## src/sv/assert_macros.svh

```systemverilog
// Assertion helpers for the RTL, used by tfd_decide. Each use sits on a line of its own.
`ifndef ASSERT_MACROS_SVH
`define ASSERT_MACROS_SVH

// Check a property at every rising edge of clk, off while rst is high.
`define TFD_ASSERT(label, prop, msg) \
  label: assert property (@(posedge clk) disable iff (rst) prop) else $error(msg);

// Check that cons holds in the same cycle as ante.
`define TFD_ASSERT_IMPLY(label, ante, cons, msg) \
  `TFD_ASSERT(label, (ante) |-> (cons), msg)

`endif

```

## src/sv/tfd_pkg.sv

```systemverilog
`default_nettype none

package tfd_pkg;

  localparam int ANGLE_W  = 16;
  localparam int LIMIT_W  = 15;
  localparam int RLIMIT_W = 22;
  localparam int TIME_W   = 32;
  localparam int SCALED_W = 26;
  localparam int BOUND_W  = RLIMIT_W + TIME_W;
  localparam int CFG_IDX_W  = 3;
  localparam int CFG_DATA_W = 32;

  localparam logic [TIME_W-1:0]   MIN_DT_MS  = TIME_W'(10);
  localparam logic [SCALED_W-1:0] RATE_SCALE = SCALED_W'(1000);

  // register indexes of the configuration port
  localparam logic [CFG_IDX_W-1:0] CFG_MONITOR_ENABLE    = 3'd0;
  localparam logic [CFG_IDX_W-1:0] CFG_FALL_ANGLE_LIMIT  = 3'd1;
  localparam logic [CFG_IDX_W-1:0] CFG_FALL_RATE_LIMIT   = 3'd2;
  localparam logic [CFG_IDX_W-1:0] CFG_LEVEL_ANGLE_LIMIT = 3'd3;
  localparam logic [CFG_IDX_W-1:0] CFG_ALERT_INTERVAL_MS = 3'd4;
  localparam logic [CFG_IDX_W-1:0] CFG_RECOVERY_MS       = 3'd5;

  localparam logic [LIMIT_W-1:0]  RST_FALL_ANGLE  = LIMIT_W'(6000);
  localparam logic [RLIMIT_W-1:0] RST_FALL_RATE   = RLIMIT_W'(15000);
  localparam logic [LIMIT_W-1:0]  RST_LEVEL_ANGLE = LIMIT_W'(2000);
  localparam logic [TIME_W-1:0]   RST_ALERT_MS    = TIME_W'(30000);
  localparam logic [TIME_W-1:0]   RST_RECOVERY_MS = TIME_W'(5000);

  typedef struct packed {
    logic                monitor_enable;
    logic [LIMIT_W-1:0]  fall_angle_limit;
    logic [RLIMIT_W-1:0] fall_rate_limit;
    logic [LIMIT_W-1:0]  level_angle_limit;
    logic [TIME_W-1:0]   alert_interval_ms;
    logic [TIME_W-1:0]   recovery_ms;
  } tfd_cfg_t;

  // front stage -> rate stage
  typedef struct packed {
    logic               valid;
    logic               en;
    logic               have_prev;
    logic [TIME_W-1:0]  t;
    logic [TIME_W-1:0]  dt;
    logic [ANGLE_W-1:0] ap;
    logic [ANGLE_W-1:0] ar;
    logic [ANGLE_W-1:0] dp;
    logic [ANGLE_W-1:0] dr;
  } tfd_delta_t;

  // rate stage -> decision stage
  typedef struct packed {
    logic                valid;
    logic                en;
    logic                have_prev;
    logic [TIME_W-1:0]   t;
    logic                abnormal;
    logic                level;
    logic [BOUND_W-1:0]  bound;
    logic [SCALED_W-1:0] dp_scaled;
    logic [SCALED_W-1:0] dr_scaled;
  } tfd_check_t;

  typedef enum logic [1:0] {
    ST_UPRIGHT,
    ST_FALLEN_TILTED,
    ST_FALLEN_LEVEL
  } tfd_state_t;

  function automatic logic [ANGLE_W-1:0] tfd_mag(input logic signed [ANGLE_W:0] v);
    return v[ANGLE_W] ? ANGLE_W'(-v) : ANGLE_W'(v);
  endfunction

endpackage

`default_nettype wire

```

## src/sv/tfd_channels.sv

```systemverilog
`default_nettype none

interface tfd_sample_if;
  logic        valid;
  logic        ready;
  logic [15:0] pitch_angle;
  logic [15:0] roll_angle;
  logic [31:0] sample_time_ms;

  modport source (output valid, pitch_angle, roll_angle, sample_time_ms, input ready);
  modport sink   (input valid, pitch_angle, roll_angle, sample_time_ms, output ready);
endinterface

interface tfd_result_if;
  logic valid;
  logic ready;
  logic fall_detected;
  logic still_fallen_alert;
  logic stable_started;
  logic recovered;
  logic fallen_now;

  modport source (output valid, fall_detected, still_fallen_alert, stable_started,
                  recovered, fallen_now, input ready);
  modport sink   (input valid, fall_detected, still_fallen_alert, stable_started,
                  recovered, fallen_now, output ready);
endinterface

`default_nettype wire

```

## src/sv/tfd_front.sv

```systemverilog
`default_nettype none

module tfd_front
  import tfd_pkg::*;
(
  input  wire logic               clk,
  input  wire logic               rst,
  input  wire tfd_cfg_t           cfg,
  input  wire logic               advance,
  input  wire logic               in_valid,
  input  wire logic [ANGLE_W-1:0] pitch_angle,
  input  wire logic [ANGLE_W-1:0] roll_angle,
  input  wire logic [TIME_W-1:0]  sample_time_ms,
  output tfd_delta_t              delta
);

  logic               have_previous;
  logic [ANGLE_W-1:0] prev_pitch;
  logic [ANGLE_W-1:0] prev_roll;
  logic [TIME_W-1:0]  prev_time;

  logic               accept;
  logic [TIME_W-1:0]  dt_raw;
  tfd_delta_t         delta_next;

  assign accept = in_valid && advance;
  assign dt_raw = sample_time_ms - prev_time;

  always_comb begin
    delta_next.valid     = accept;
    delta_next.en        = cfg.monitor_enable;
    delta_next.have_prev = have_previous;
    delta_next.t         = sample_time_ms;
    delta_next.dt        = (dt_raw < MIN_DT_MS) ? MIN_DT_MS : dt_raw;
    delta_next.ap        = tfd_mag({pitch_angle[ANGLE_W-1], pitch_angle});
    delta_next.ar        = tfd_mag({roll_angle[ANGLE_W-1], roll_angle});
    delta_next.dp        = tfd_mag({pitch_angle[ANGLE_W-1], pitch_angle}
                                   - {prev_pitch[ANGLE_W-1], prev_pitch});
    delta_next.dr        = tfd_mag({roll_angle[ANGLE_W-1], roll_angle}
                                   - {prev_roll[ANGLE_W-1], prev_roll});
  end

  // previous sample: record every accepted beat while monitoring
  always_ff @(posedge clk) begin
    if (rst) begin
      have_previous <= 1'b0;
      prev_pitch    <= '0;
      prev_roll     <= '0;
      prev_time     <= '0;
    end else if (accept && cfg.monitor_enable) begin
      have_previous <= 1'b1;
      prev_pitch    <= pitch_angle;
      prev_roll     <= roll_angle;
      prev_time     <= sample_time_ms;
    end
  end

  always_ff @(posedge clk) begin
    if (rst) begin
      delta.valid <= 1'b0;
    end else if (advance) begin
      delta <= delta_next;
    end
  end

endmodule

`default_nettype wire

```

## src/sv/tfd_rate.sv

```systemverilog
`default_nettype none

module tfd_rate
  import tfd_pkg::*;
(
  input  wire logic       clk,
  input  wire logic       rst,
  input  wire tfd_cfg_t   cfg,
  input  wire logic       advance,
  input  wire tfd_delta_t delta,
  output tfd_check_t      check
);

  tfd_check_t check_next;

  always_comb begin
    check_next.valid     = delta.valid;
    check_next.en        = delta.en;
    check_next.have_prev = delta.have_prev;
    check_next.t         = delta.t;
    check_next.abnormal  = (delta.ap > ANGLE_W'(cfg.fall_angle_limit))
                        || (delta.ar > ANGLE_W'(cfg.fall_angle_limit));
    check_next.level     = (delta.ap <= ANGLE_W'(cfg.level_angle_limit))
                        && (delta.ar <= ANGLE_W'(cfg.level_angle_limit));
    // rate limit scaled by elapsed ms, against the angle step scaled to seconds
    check_next.bound     = BOUND_W'(cfg.fall_rate_limit) * BOUND_W'(delta.dt);
    check_next.dp_scaled = SCALED_W'(delta.dp) * RATE_SCALE;
    check_next.dr_scaled = SCALED_W'(delta.dr) * RATE_SCALE;
  end

  always_ff @(posedge clk) begin
    if (rst) begin
      check.valid <= 1'b0;
    end else if (advance) begin
      check <= check_next;
    end
  end

endmodule

`default_nettype wire

```

## src/sv/tfd_decide.sv

```systemverilog
`default_nettype none

`include "assert_macros.svh"

module tfd_decide
  import tfd_pkg::*;
(
  input  wire logic       clk,
  input  wire logic       rst,
  input  wire tfd_cfg_t   cfg,
  input  wire logic       advance,
  input  wire tfd_check_t check,
  tfd_result_if.source    result
);

  tfd_state_t        state;
  tfd_state_t        state_next;
  logic [TIME_W-1:0] stable_since;
  logic [TIME_W-1:0] stable_since_next;
  logic [TIME_W-1:0] last_alert_time;
  logic [TIME_W-1:0] last_alert_time_next;

  logic              high_rate;
  logic              alert_due;
  logic              recovery_due;
  logic              active;
  logic              ev_fall;
  logic              ev_alert;
  logic              ev_stable;
  logic              ev_rec;

  assign high_rate    = (BOUND_W'(check.dp_scaled) > check.bound)
                     || (BOUND_W'(check.dr_scaled) > check.bound);
  assign alert_due    = (check.t - last_alert_time) > cfg.alert_interval_ms;
  assign recovery_due = (check.t - stable_since) > cfg.recovery_ms;
  assign active       = check.valid && check.en && check.have_prev;

  always_comb begin
    state_next           = state;
    stable_since_next    = stable_since;
    last_alert_time_next = last_alert_time;
    ev_fall              = 1'b0;
    ev_alert             = 1'b0;
    ev_stable            = 1'b0;
    ev_rec               = 1'b0;
    if (active) begin
      unique case (state)
        ST_UPRIGHT: begin
          if (check.abnormal && high_rate) begin
            state_next = ST_FALLEN_TILTED;
            ev_fall    = 1'b1;
          end
        end
        ST_FALLEN_TILTED: begin
          if (!check.level) begin
            if (alert_due) begin
              ev_alert             = 1'b1;
              last_alert_time_next = check.t;
            end
          end else begin
            state_next        = ST_FALLEN_LEVEL;
            stable_since_next = check.t;
            ev_stable         = 1'b1;
          end
        end
        ST_FALLEN_LEVEL: begin
          if (!check.level) begin
            state_next = ST_FALLEN_TILTED;
            if (alert_due) begin
              ev_alert             = 1'b1;
              last_alert_time_next = check.t;
            end
          end else if (recovery_due) begin
            state_next = ST_UPRIGHT;
            ev_rec     = 1'b1;
          end
        end
        default: state_next = ST_UPRIGHT;
      endcase
    end
  end

  always_ff @(posedge clk) begin
    if (rst) begin
      state           <= ST_UPRIGHT;
      stable_since    <= '0;
      last_alert_time <= '0;
    end else if (advance) begin
      state           <= state_next;
      stable_since    <= stable_since_next;
      last_alert_time <= last_alert_time_next;
    end
  end

  always_ff @(posedge clk) begin
    if (rst) begin
      result.valid <= 1'b0;
    end else if (advance) begin
      result.valid <= check.valid;
    end
  end

  always_ff @(posedge clk) begin
    if (advance) begin
      result.fall_detected      <= ev_fall;
      result.still_fallen_alert <= ev_alert;
      result.stable_started     <= ev_stable;
      result.recovered          <= ev_rec;
      result.fallen_now         <= (state_next != ST_UPRIGHT);
    end
  end

  `TFD_ASSERT(a_one_event, result.valid |-> $onehot0({result.fall_detected, result.still_fallen_alert, result.stable_started, result.recovered}), "more than one event in a result")
  `TFD_ASSERT_IMPLY(a_fall_sets_flag, result.valid && result.fall_detected, result.fallen_now, "fall reported without fallen flag")
  `TFD_ASSERT_IMPLY(a_rec_clears_flag, result.valid && result.recovered, !result.fallen_now, "recovery reported with fallen flag set")
  `TFD_ASSERT(a_state_holds_in_stall, !advance |=> $stable(state) && $stable(last_alert_time), "state moved while the pipeline was stalled")

endmodule

`default_nettype wire

```

## src/sv/tilt_fall_detector.sv

```systemverilog
// Tilt fall detector.
// sample (sink): one orientation beat per handshake - pitch and roll in
//   centidegrees (signed) and a millisecond timestamp that wraps at 2^32.
// result (source): one beat per sample with the four event flags and the
//   fallen flag after that sample.
// cfg_we/cfg_index/cfg_data: register writes, taken at any edge with cfg_we
//   high; write only while no sample is in flight.
// Path: an accepted sample is loaded into the front register, then the rate
//   multiply register, then the decision/result register, and leaves from
//   the result register on the result handshake.
// Throughput: one sample per cycle; the fall/recovery state is updated in
//   the last stage only, so a new beat can enter every cycle unless stalled.
// Stall: when the result is held (valid without ready) the whole pipeline
//   holds, and sample.ready drops in the same cycle.
// Reset: clears all valid bits, the fallen state and the previous-sample
//   memory; registers return to their documented defaults, monitoring off.
`default_nettype none

module tilt_fall_detector
  import tfd_pkg::*;
(
  input  wire logic                  clk,
  input  wire logic                  rst,
  input  wire logic                  cfg_we,
  input  wire logic [CFG_IDX_W-1:0]  cfg_index,
  input  wire logic [CFG_DATA_W-1:0] cfg_data,
  tfd_sample_if.sink                 sample,
  tfd_result_if.source               result
);

  tfd_cfg_t   cfg;
  tfd_delta_t delta;
  tfd_check_t check;
  logic       advance;

  // Advance every stage together unless the result register is blocked.
  assign advance      = !result.valid || result.ready;
  assign sample.ready = advance;

  // Configuration registers; unused indexes drop the write.
  always_ff @(posedge clk) begin
    if (rst) begin
      cfg.monitor_enable    <= 1'b0;
      cfg.fall_angle_limit  <= RST_FALL_ANGLE;
      cfg.fall_rate_limit   <= RST_FALL_RATE;
      cfg.level_angle_limit <= RST_LEVEL_ANGLE;
      cfg.alert_interval_ms <= RST_ALERT_MS;
      cfg.recovery_ms       <= RST_RECOVERY_MS;
    end else if (cfg_we) begin
      unique case (cfg_index)
        CFG_MONITOR_ENABLE:    cfg.monitor_enable    <= cfg_data[0];
        CFG_FALL_ANGLE_LIMIT:  cfg.fall_angle_limit  <= cfg_data[LIMIT_W-1:0];
        CFG_FALL_RATE_LIMIT:   cfg.fall_rate_limit   <= cfg_data[RLIMIT_W-1:0];
        CFG_LEVEL_ANGLE_LIMIT: cfg.level_angle_limit <= cfg_data[LIMIT_W-1:0];
        CFG_ALERT_INTERVAL_MS: cfg.alert_interval_ms <= cfg_data[TIME_W-1:0];
        CFG_RECOVERY_MS:       cfg.recovery_ms       <= cfg_data[TIME_W-1:0];
        default: ;
      endcase
    end
  end

  // Stage 1: magnitudes, angle steps and clamped elapsed time.
  tfd_front u_front (
    .clk            (clk),
    .rst            (rst),
    .cfg            (cfg),
    .advance        (advance),
    .in_valid       (sample.valid),
    .pitch_angle    (sample.pitch_angle),
    .roll_angle     (sample.roll_angle),
    .sample_time_ms (sample.sample_time_ms),
    .delta          (delta)
  );

  // Stage 2: threshold compares, scaled steps, rate-times-elapsed product.
  tfd_rate u_rate (
    .clk     (clk),
    .rst     (rst),
    .cfg     (cfg),
    .advance (advance),
    .delta   (delta),
    .check   (check)
  );

  // Stage 3: fall/alert/recovery state and the result register.
  tfd_decide u_decide (
    .clk     (clk),
    .rst     (rst),
    .cfg     (cfg),
    .advance (advance),
    .check   (check),
    .result  (result)
  );

endmodule

`default_nettype wire
```

## src/flat_wrapper.sv

```systemverilog
// flat-port wrapper written by rule: the top's interface ports become plain ports
module tilt_fall_detector_flat import tfd_pkg::*;
  (clk, rst, cfg_we, cfg_index, cfg_data, sample_valid, sample_pitch_angle, sample_roll_angle, sample_sample_time_ms, sample_ready, result_valid, result_fall_detected, result_still_fallen_alert, result_stable_started, result_recovered, result_fallen_now, result_ready);
  tfd_sample_if sample_i ();
  tfd_result_if result_i ();
  input  wire logic clk;
  input  wire logic rst;
  input  wire logic cfg_we;
  input  wire logic [CFG_IDX_W-1:0] cfg_index;
  input  wire logic [CFG_DATA_W-1:0] cfg_data;
  input wire logic [$bits(sample_i.valid)-1:0] sample_valid;
  input wire logic [$bits(sample_i.pitch_angle)-1:0] sample_pitch_angle;
  input wire logic [$bits(sample_i.roll_angle)-1:0] sample_roll_angle;
  input wire logic [$bits(sample_i.sample_time_ms)-1:0] sample_sample_time_ms;
  output wire logic [$bits(sample_i.ready)-1:0] sample_ready;
  output wire logic [$bits(result_i.valid)-1:0] result_valid;
  output wire logic [$bits(result_i.fall_detected)-1:0] result_fall_detected;
  output wire logic [$bits(result_i.still_fallen_alert)-1:0] result_still_fallen_alert;
  output wire logic [$bits(result_i.stable_started)-1:0] result_stable_started;
  output wire logic [$bits(result_i.recovered)-1:0] result_recovered;
  output wire logic [$bits(result_i.fallen_now)-1:0] result_fallen_now;
  input wire logic [$bits(result_i.ready)-1:0] result_ready;
  assign sample_i.valid = sample_valid;
  assign sample_i.pitch_angle = sample_pitch_angle;
  assign sample_i.roll_angle = sample_roll_angle;
  assign sample_i.sample_time_ms = sample_sample_time_ms;
  assign sample_ready = sample_i.ready;
  assign result_valid = result_i.valid;
  assign result_fall_detected = result_i.fall_detected;
  assign result_still_fallen_alert = result_i.still_fallen_alert;
  assign result_stable_started = result_i.stable_started;
  assign result_recovered = result_i.recovered;
  assign result_fallen_now = result_i.fallen_now;
  assign result_i.ready = result_ready;
  tilt_fall_detector u_core (.clk(clk), .rst(rst), .cfg_we(cfg_we), .cfg_index(cfg_index), .cfg_data(cfg_data), .sample(sample_i), .result(result_i));
endmodule
```

## config.mk

```make
export PLATFORM = sky130hd
export DESIGN_NAME = tilt_fall_detector_flat
export DESIGN_NICKNAME = d
export VERILOG_FILES = /design/src/sv/tfd_pkg.sv /design/src/sv/tfd_channels.sv /design/src/sv/tfd_front.sv /design/src/sv/tfd_rate.sv /design/src/sv/tfd_decide.sv /design/src/sv/tilt_fall_detector.sv /design/src/flat_wrapper.sv
export VERILOG_INCLUDE_DIRS = /design/src /design/src/sv
export SDC_FILE = /design/constraint.sdc
export NUM_CORES = 2
export LEC_CHECK = 0
export ABC_AREA = 1
export BUFFER_PORTS_ARGS = -buffer_cell sky130_fd_sc_hd__buf_2
export CELL_PAD_IN_SITES_DETAIL_PLACEMENT = 1
export CELL_PAD_IN_SITES_GLOBAL_PLACEMENT = 2
export CORE_MARGIN = 4
export CORE_UTILIZATION = 39
export DETAILED_ROUTE_END_ITERATION = 16
export PLACE_DENSITY = 0.79
export SETUP_SLACK_MARGIN = 0.3
export SLEW_MARGIN = 20
export SYNTH_ARGS = -nofsm -noshare
export SYNTH_HDL_FRONTEND = slang
export SYNTH_HIERARCHICAL = 1
export SYNTH_SLANG_ARGS = --single-unit
```

## constraint.sdc

```tcl
create_clock -name clk -period 10 [get_ports clk]
set_input_delay 1 -clock clk [delete_from_list [all_inputs] [get_ports clk]]
set_output_delay 1 -clock clk [all_outputs]
set_load 0.01 [all_outputs]
```

# After elaboration in Yosys (flattened, before gate mapping)
# Index checks and enable logic that the tools add are counted.
dict set report totals {
  regBits 522
  in_bits 104
  output_inout_bits 7
  word_cells 112
}
dict set report classes {
  n_addsub 9
  mul 3
  magnitude_cmp 9
  n_eq_ne 7
  n_mux 14
  n_bitwise 4
  n_reduce_logical 27
}
# op n
set ops {}
lappend ops {{$gt A26 B54 Y1} 2}
lappend ops {{$sub A32 B32 Y32} 3}
lappend ops {{$gt A32 B32 Y1} 2}
lappend ops {{$neg A16 Y16} 4}
lappend ops {{$mul A22 B32 Y54} 1}
lappend ops {{$mul A16 B7 Y23 const B} 2}
lappend ops {{$sub A16 B16 Y17} 2}
lappend ops {{$gt A16 B15 Y1} 2}
lappend ops {{$le A16 B15 Y1} 2}
lappend ops {{$lt A32 B4 Y1 const B} 1}
lappend ops {{$mux W16} 2}
lappend ops {{$mux W15} 2}
lappend ops {{$reduce_and A2 Y1} 9}
lappend ops {{$mux W2} 5}
lappend ops {{$eq A3 B2 Y1 const B} 2}
lappend ops {{$eq A3 B3 Y1 const B} 2}
lappend ops {{$logic_and A1 B1 Y1} 6}
lappend ops {{$pmux W2 S3} 1}
lappend ops {{$reduce_and A5 Y1} 1}
lappend ops {{$mux W1} 4}
lappend ops {{$not A1 Y1} 4}
lappend ops {{$reduce_and A4 Y1} 1}
lappend ops {{$eq A3 B1 Y1 const B} 1}
lappend ops {{$logic_not A3 Y1} 1}
lappend ops {{other kinds (9)} 11}

# Longest topological paths before layout
dict set report logic_depth {
  ltp_word 7
  depth_mapped 30
}

# Cells and area by module
# Netlist, hierarchy kept.
# mod instances cells_per_inst area_per_inst_um2 seq_area_each_um2
set modules_own_cells {}
lappend modules_own_cells {tfd_rate 1 4271 34991.1 4103.9}
lappend modules_own_cells {tfd_front 1 1653 12456.9 5225.0}
lappend modules_own_cells {tfd_decide 1 1431 9332.7 1491.4}
lappend modules_own_cells {tilt_fall_detector 1 649 4564.4 2342.2}

# Worst setup path after synthesis
# Ideal clock, no wire load.
dict set report synth_path {
  path_type {input to register}
  start {in result_ready}
  end {reg, netlist name u_core/u_rate/check[100]}
  setup_time_ps 633
  arrival_ps 7100
  t_required_ps 9367
  setup_slack_ps 2267
  cell_stages 4
  n_path_buf 0
  path_cell_list {inv_1 -> nand2_1 -> inv_1 -> nor2_1}
}
dict set report synth_via {
  elab_chain_cells 2
}
# element line
set synth_lines {}
lappend synth_lines {{start, declared} flat_wrapper.sv:22} ;# input wire logic [$bits(result_i.ready)-1:0] result_ready;
lappend synth_lines {{$logic_or A1 B1 Y1} tilt_fall_detector.sv:37} ;# assign advance = !result.valid || result.ready;
lappend synth_lines {{net sample_ready} flat_wrapper.sv:15} ;# output wire logic [$bits(sample_i.ready)-1:0] sample_ready;
lappend synth_lines {{$reduce_and A2 Y1 (no line)} -}
# The timed path passes the listed nets, and every way through them passes these cells.
# A chain may end at the register's enable or synchronous reset.

==> results <==
- The run finished with clean final reports.
- The worst hold path belongs to the class register to register.
- The worst setup path is captured at a register.
- The type of the setup path with the least slack is register to register.
- The placer congestion estimate is 0.8778.
- The number of nets in the finished design is between 9000 and 10000.
- The top cell type by area accounts for 23.17% of the synthesized area.
- Setup repair after global routing left no endpoint under its margin.
- The cell taking the most area after synthesis is sky130_fd_sc_hd__fa_1.
- The number of max-capacitance violations reported is 0.
- The cts-stage hold buffer count is 0.
- The layout cell share with drive strength beyond 1 is 5.336%.
- Post-CTS repair changed the size of 0 cells.
- Walking the worst path, the cells encountered are nand2_1 -> fa_1 -> inv_1 -> fa_1 -> fa_1 -> fa_1 -> fa_1 -> fa_1 -> inv_1 -> fa_1 -> inv_1 -> ha_1 -> nand2_1 -> nor2_2 -> inv_2 -> nor2_1 -> nand3_1 -> nor2_1 -> nand2_1 -> nand4_1 -> nand2_1.
- The synthesized netlist devotes 5.521% of its cell area to compound gates.
- The horizontal die dimension is between 400 and 500 um.
- After Yosys synthesis, full adders, half adders and majority gates account for 35.08% of the synthesized area.
- The mux cell area share after synthesis is 0%.
- In the final routed layout, each cell accounts on average for 19.51 um.
- The number of global-route vias before repair is 54900.
- The routed layout has 50230 vias.
- Global routing used roughly 25% of the available tracks.
- Once layout is done, the placed cells without fillers occupy 66500 um2.
- The initialized floorplan defines around 150 standard-cell rows.
- Once detail routing completed, the nets flagged for antenna violations numbered 0.
- During synthesis, Yosys emitted a total of 6 warnings.
- Of all nets on the critical path, the largest fanout is 22.
- The latest clock arrival within the worst-skew pair is 0.69 ns.
- The final global-route overflow total is 0.
- In this run the deepest clock path goes through 3 buffers.
- The placed instance area is 63940 um2.
- The die covers 163700 um2.
- The largest net degree at the start of global routing is around 70.
- The clock transition at the register clock pins on the worst setup and hold paths after CTS is 0.06 ns.
- The cell at the slowest stage of the critical path is sky130_fd_sc_hd__edfxtp_1.
- The number of clock sinks is 522.
- Timing analysis after detailed placement gives a worst setup slack of 3.015 ns.
- The number of endpoints with negative hold slack in the final report is 0.
- The data required time at the worst endpoint is 10.42 ns.
- Among the stages of the critical path, the cell type that occurs most often is sky130_fd_sc_hd__fa_1.
- The initial utilization of the core area, before any placement, comes to between 30% and 40%.
- Once the clock tree was built, the setup fixing pass inserted 0 buffers.
- Sorting the synthesized cells by how often they occur yields 2161 x sky130_fd_sc_hd__nand2_1, 1806 x sky130_fd_sc_hd__inv_1, 710 x sky130_fd_sc_hd__fa_1, 588 x sky130_fd_sc_hd__nor2_1, 584 x sky130_fd_sc_hd__ha_1.
- The total clock buffers created by CTS is 71.
- The synthesized netlist devotes under 10% of its cell area to XOR and XNOR gates.
- The largest family of logic cells by synthesized area is adder cells.
- The post-synthesis average cell area is roughly 7.7 um2.
- The critical path's top delay family is adder cells.
- Synthesis handed over a netlist of 8004 instances.
- The via count normalized by instance count is between 4 and 5.
- The number of library cell types mapped by synthesis is between 50 and 60.
- For this run, design rule violations remaining after detail routing come to 0.
- Setup slack closes at 3.021 ns.
- The final routed wirelength across all metal layers is 197900 um.
- The first detailed-routing pass ran for 5 iterations.
- After layout, the worst path uses between 60 and 70% of the clock period.
- The number of fillers in the final layout is 19120.
- The final count of negative-setup-slack endpoints is 0.
- The clock tree from TritonCTS is built.
- The post-synthesis simple-gate area fraction is 22.42%.
- The number of port buffers is 110.
- The maximum clock frequency is 0.1433 GHz.
- The chip height is 404.6 um.
- The number of pins exceeding their max-slew limit in the final report is 0.
- The number of levels in the clock H-tree is 3.
- Counting flops with a built-in enable in the synthesized netlist gives 271.
- In this design, the stage delay of the slowest critical-path cell is 1.10 ns.
- The area of the mapped netlist is 61350 um2.
- The arrival time at the worst endpoint is between 7 and 8 ns.
- Counting flops with an async set or reset pin after synthesis yields a share of 0%.
- The time the final worst path needs with I/O delays and setup is 6.979 ns.
- The number of antenna violations at the first check in global routing is 6.
- The first global-routing pass estimated 315100 um of wire.
- The portion of the post-synthesis area used by sequential elements is 21.46%.
- The core area is ~160000 um2.
- Headroom to the max-slew limit came out at 22.25%.
- In the post-synthesis netlist, the biggest area contributors are sky130_fd_sc_hd__fa_1 23%, sky130_fd_sc_hd__edfxtp_1 13%, sky130_fd_sc_hd__nand2_1 13%, sky130_fd_sc_hd__ha_1 12%, sky130_fd_sc_hd__inv_1 11%.
- The post-DP HPWL is 160700 um.
- The most used flip-flop cell after synthesis is sky130_fd_sc_hd__edfxtp_1.
- In the final layout, the multi-input gates occupy 40400 um2.
- Counting flops and latches in the post-synthesis netlist gives 522.
- The flip-flop and latch area is 13160 um2.
- The cell chosen for the clock root is sky130_fd_sc_hd__clkbuf_16.
- The end-of-flow core utilization is 42.57%.
- The I/O pin total is 111.
- At the pin with the least slew margin, the transition time is 1.166 ns.
- Counting both buffers and inverters, the worst setup path holds a total of 4.
- The setup TNS is 0 ns.
- In the post-synthesis netlist, the cell with the most instances is sky130_fd_sc_hd__nand2_1.
- The layout overhead on the synthesized area is 8.401%.
- On the final layout, the worst clock skew is 0.04031 ns.
- STA classifies the critical path startpoint as a register.
- The detailed router finished its first iteration with approximately 2400 violations.
[flip-flops by register name, indices dropped and copies added (netlist names), 2 cells and up]
signal and cells:
u_core/u_front/prev_roll 16, u_core/u_rate/check 137, u_core/cfg 117, u_core/u_front/prev_pitch 16, u_core/u_decide/stable_since 32, u_core/u_decide/last_alert_time 32
u_core/u_front/prev_time 32, u_core/u_decide/state 2, u_core/u_front/delta 131
[per-stage QoR]
stage,std cells,hold slack (ns)
after floorplan,8009,0.4003
after global placement,9998,0.4016
after detailed placement,9999,0.4059
after CTS,10130,0.4211
after global routing,10140,0.4242
final,10140,0.4220
[logic make-up after synthesis]
logic type / Yosys count
adders and majority gates: 1294
DFF: 522
AOI/OAI and AO/OA: 590
buffers and inverters: 2062
other: 1
and+or+nand+nor: 3347
xor gates and xnor gates: 188
[layout make-up]
class                   instances  share of cell area [%]
inverters                    1839                   10.38
clock buffers                  88                   2.860
well taps                    2058                   3.872
diodes                          6                 0.02258
flip-flops and latches        522                   19.79
multi-input cells            5425                   60.75
repair buffers                160                   1.501
clock inverters                43                  0.8166
[layer usage]
| metal | wire, um | track usage, % |
|---|---|---|
| met1 | 92530 | 33.45 |
| met4 | 3254 | 4.310 |
| met5 | 0 | 0 |
| met2 | 95470 | 42.68 |
| met3 | 6656 | 2.671 |
[worst paths after layout]
| kind | startpoint | end | slack, ns | depth (start not counted) |
|---|---|---|---|---|
| worst max register to register | u_core/u_front/delta[85] | u_core/u_rate/check[98] | 3.02 | 21 |
| worst min register to register | u_core/u_front/delta[127] | u_core/u_rate/check[139] | 0.42 | 0 |
| worst max-delay path | u_core/u_front/delta[85] | u_core/u_rate/check[98] | 3.02 | 21 |
| worst min-delay path | u_core/u_front/delta[127] | u_core/u_rate/check[139] | 0.42 | 0 |
[cell usage in the layout (no fill, tap or decap), types with 109 or more instances in the layout]
master and n:
sky130_fd_sc_hd__nand2_1 2159, sky130_fd_sc_hd__inv_1 1804, sky130_fd_sc_hd__fa_1 710, sky130_fd_sc_hd__nor2_1 585, sky130_fd_sc_hd__ha_1 584, sky130_fd_sc_hd__nand3_1 317, sky130_fd_sc_hd__a21oi_1 304, sky130_fd_sc_hd__edfxtp_1 271
sky130_fd_sc_hd__dfxtp_1 251, sky130_fd_sc_hd__xor2_1 138, sky130_fd_sc_hd__o21ai_0 118, sky130_fd_sc_hd__buf_2 109
Power is not shown: default switching activity piles up to over one toggle a cycle in this logic, so the estimate is an artifact.
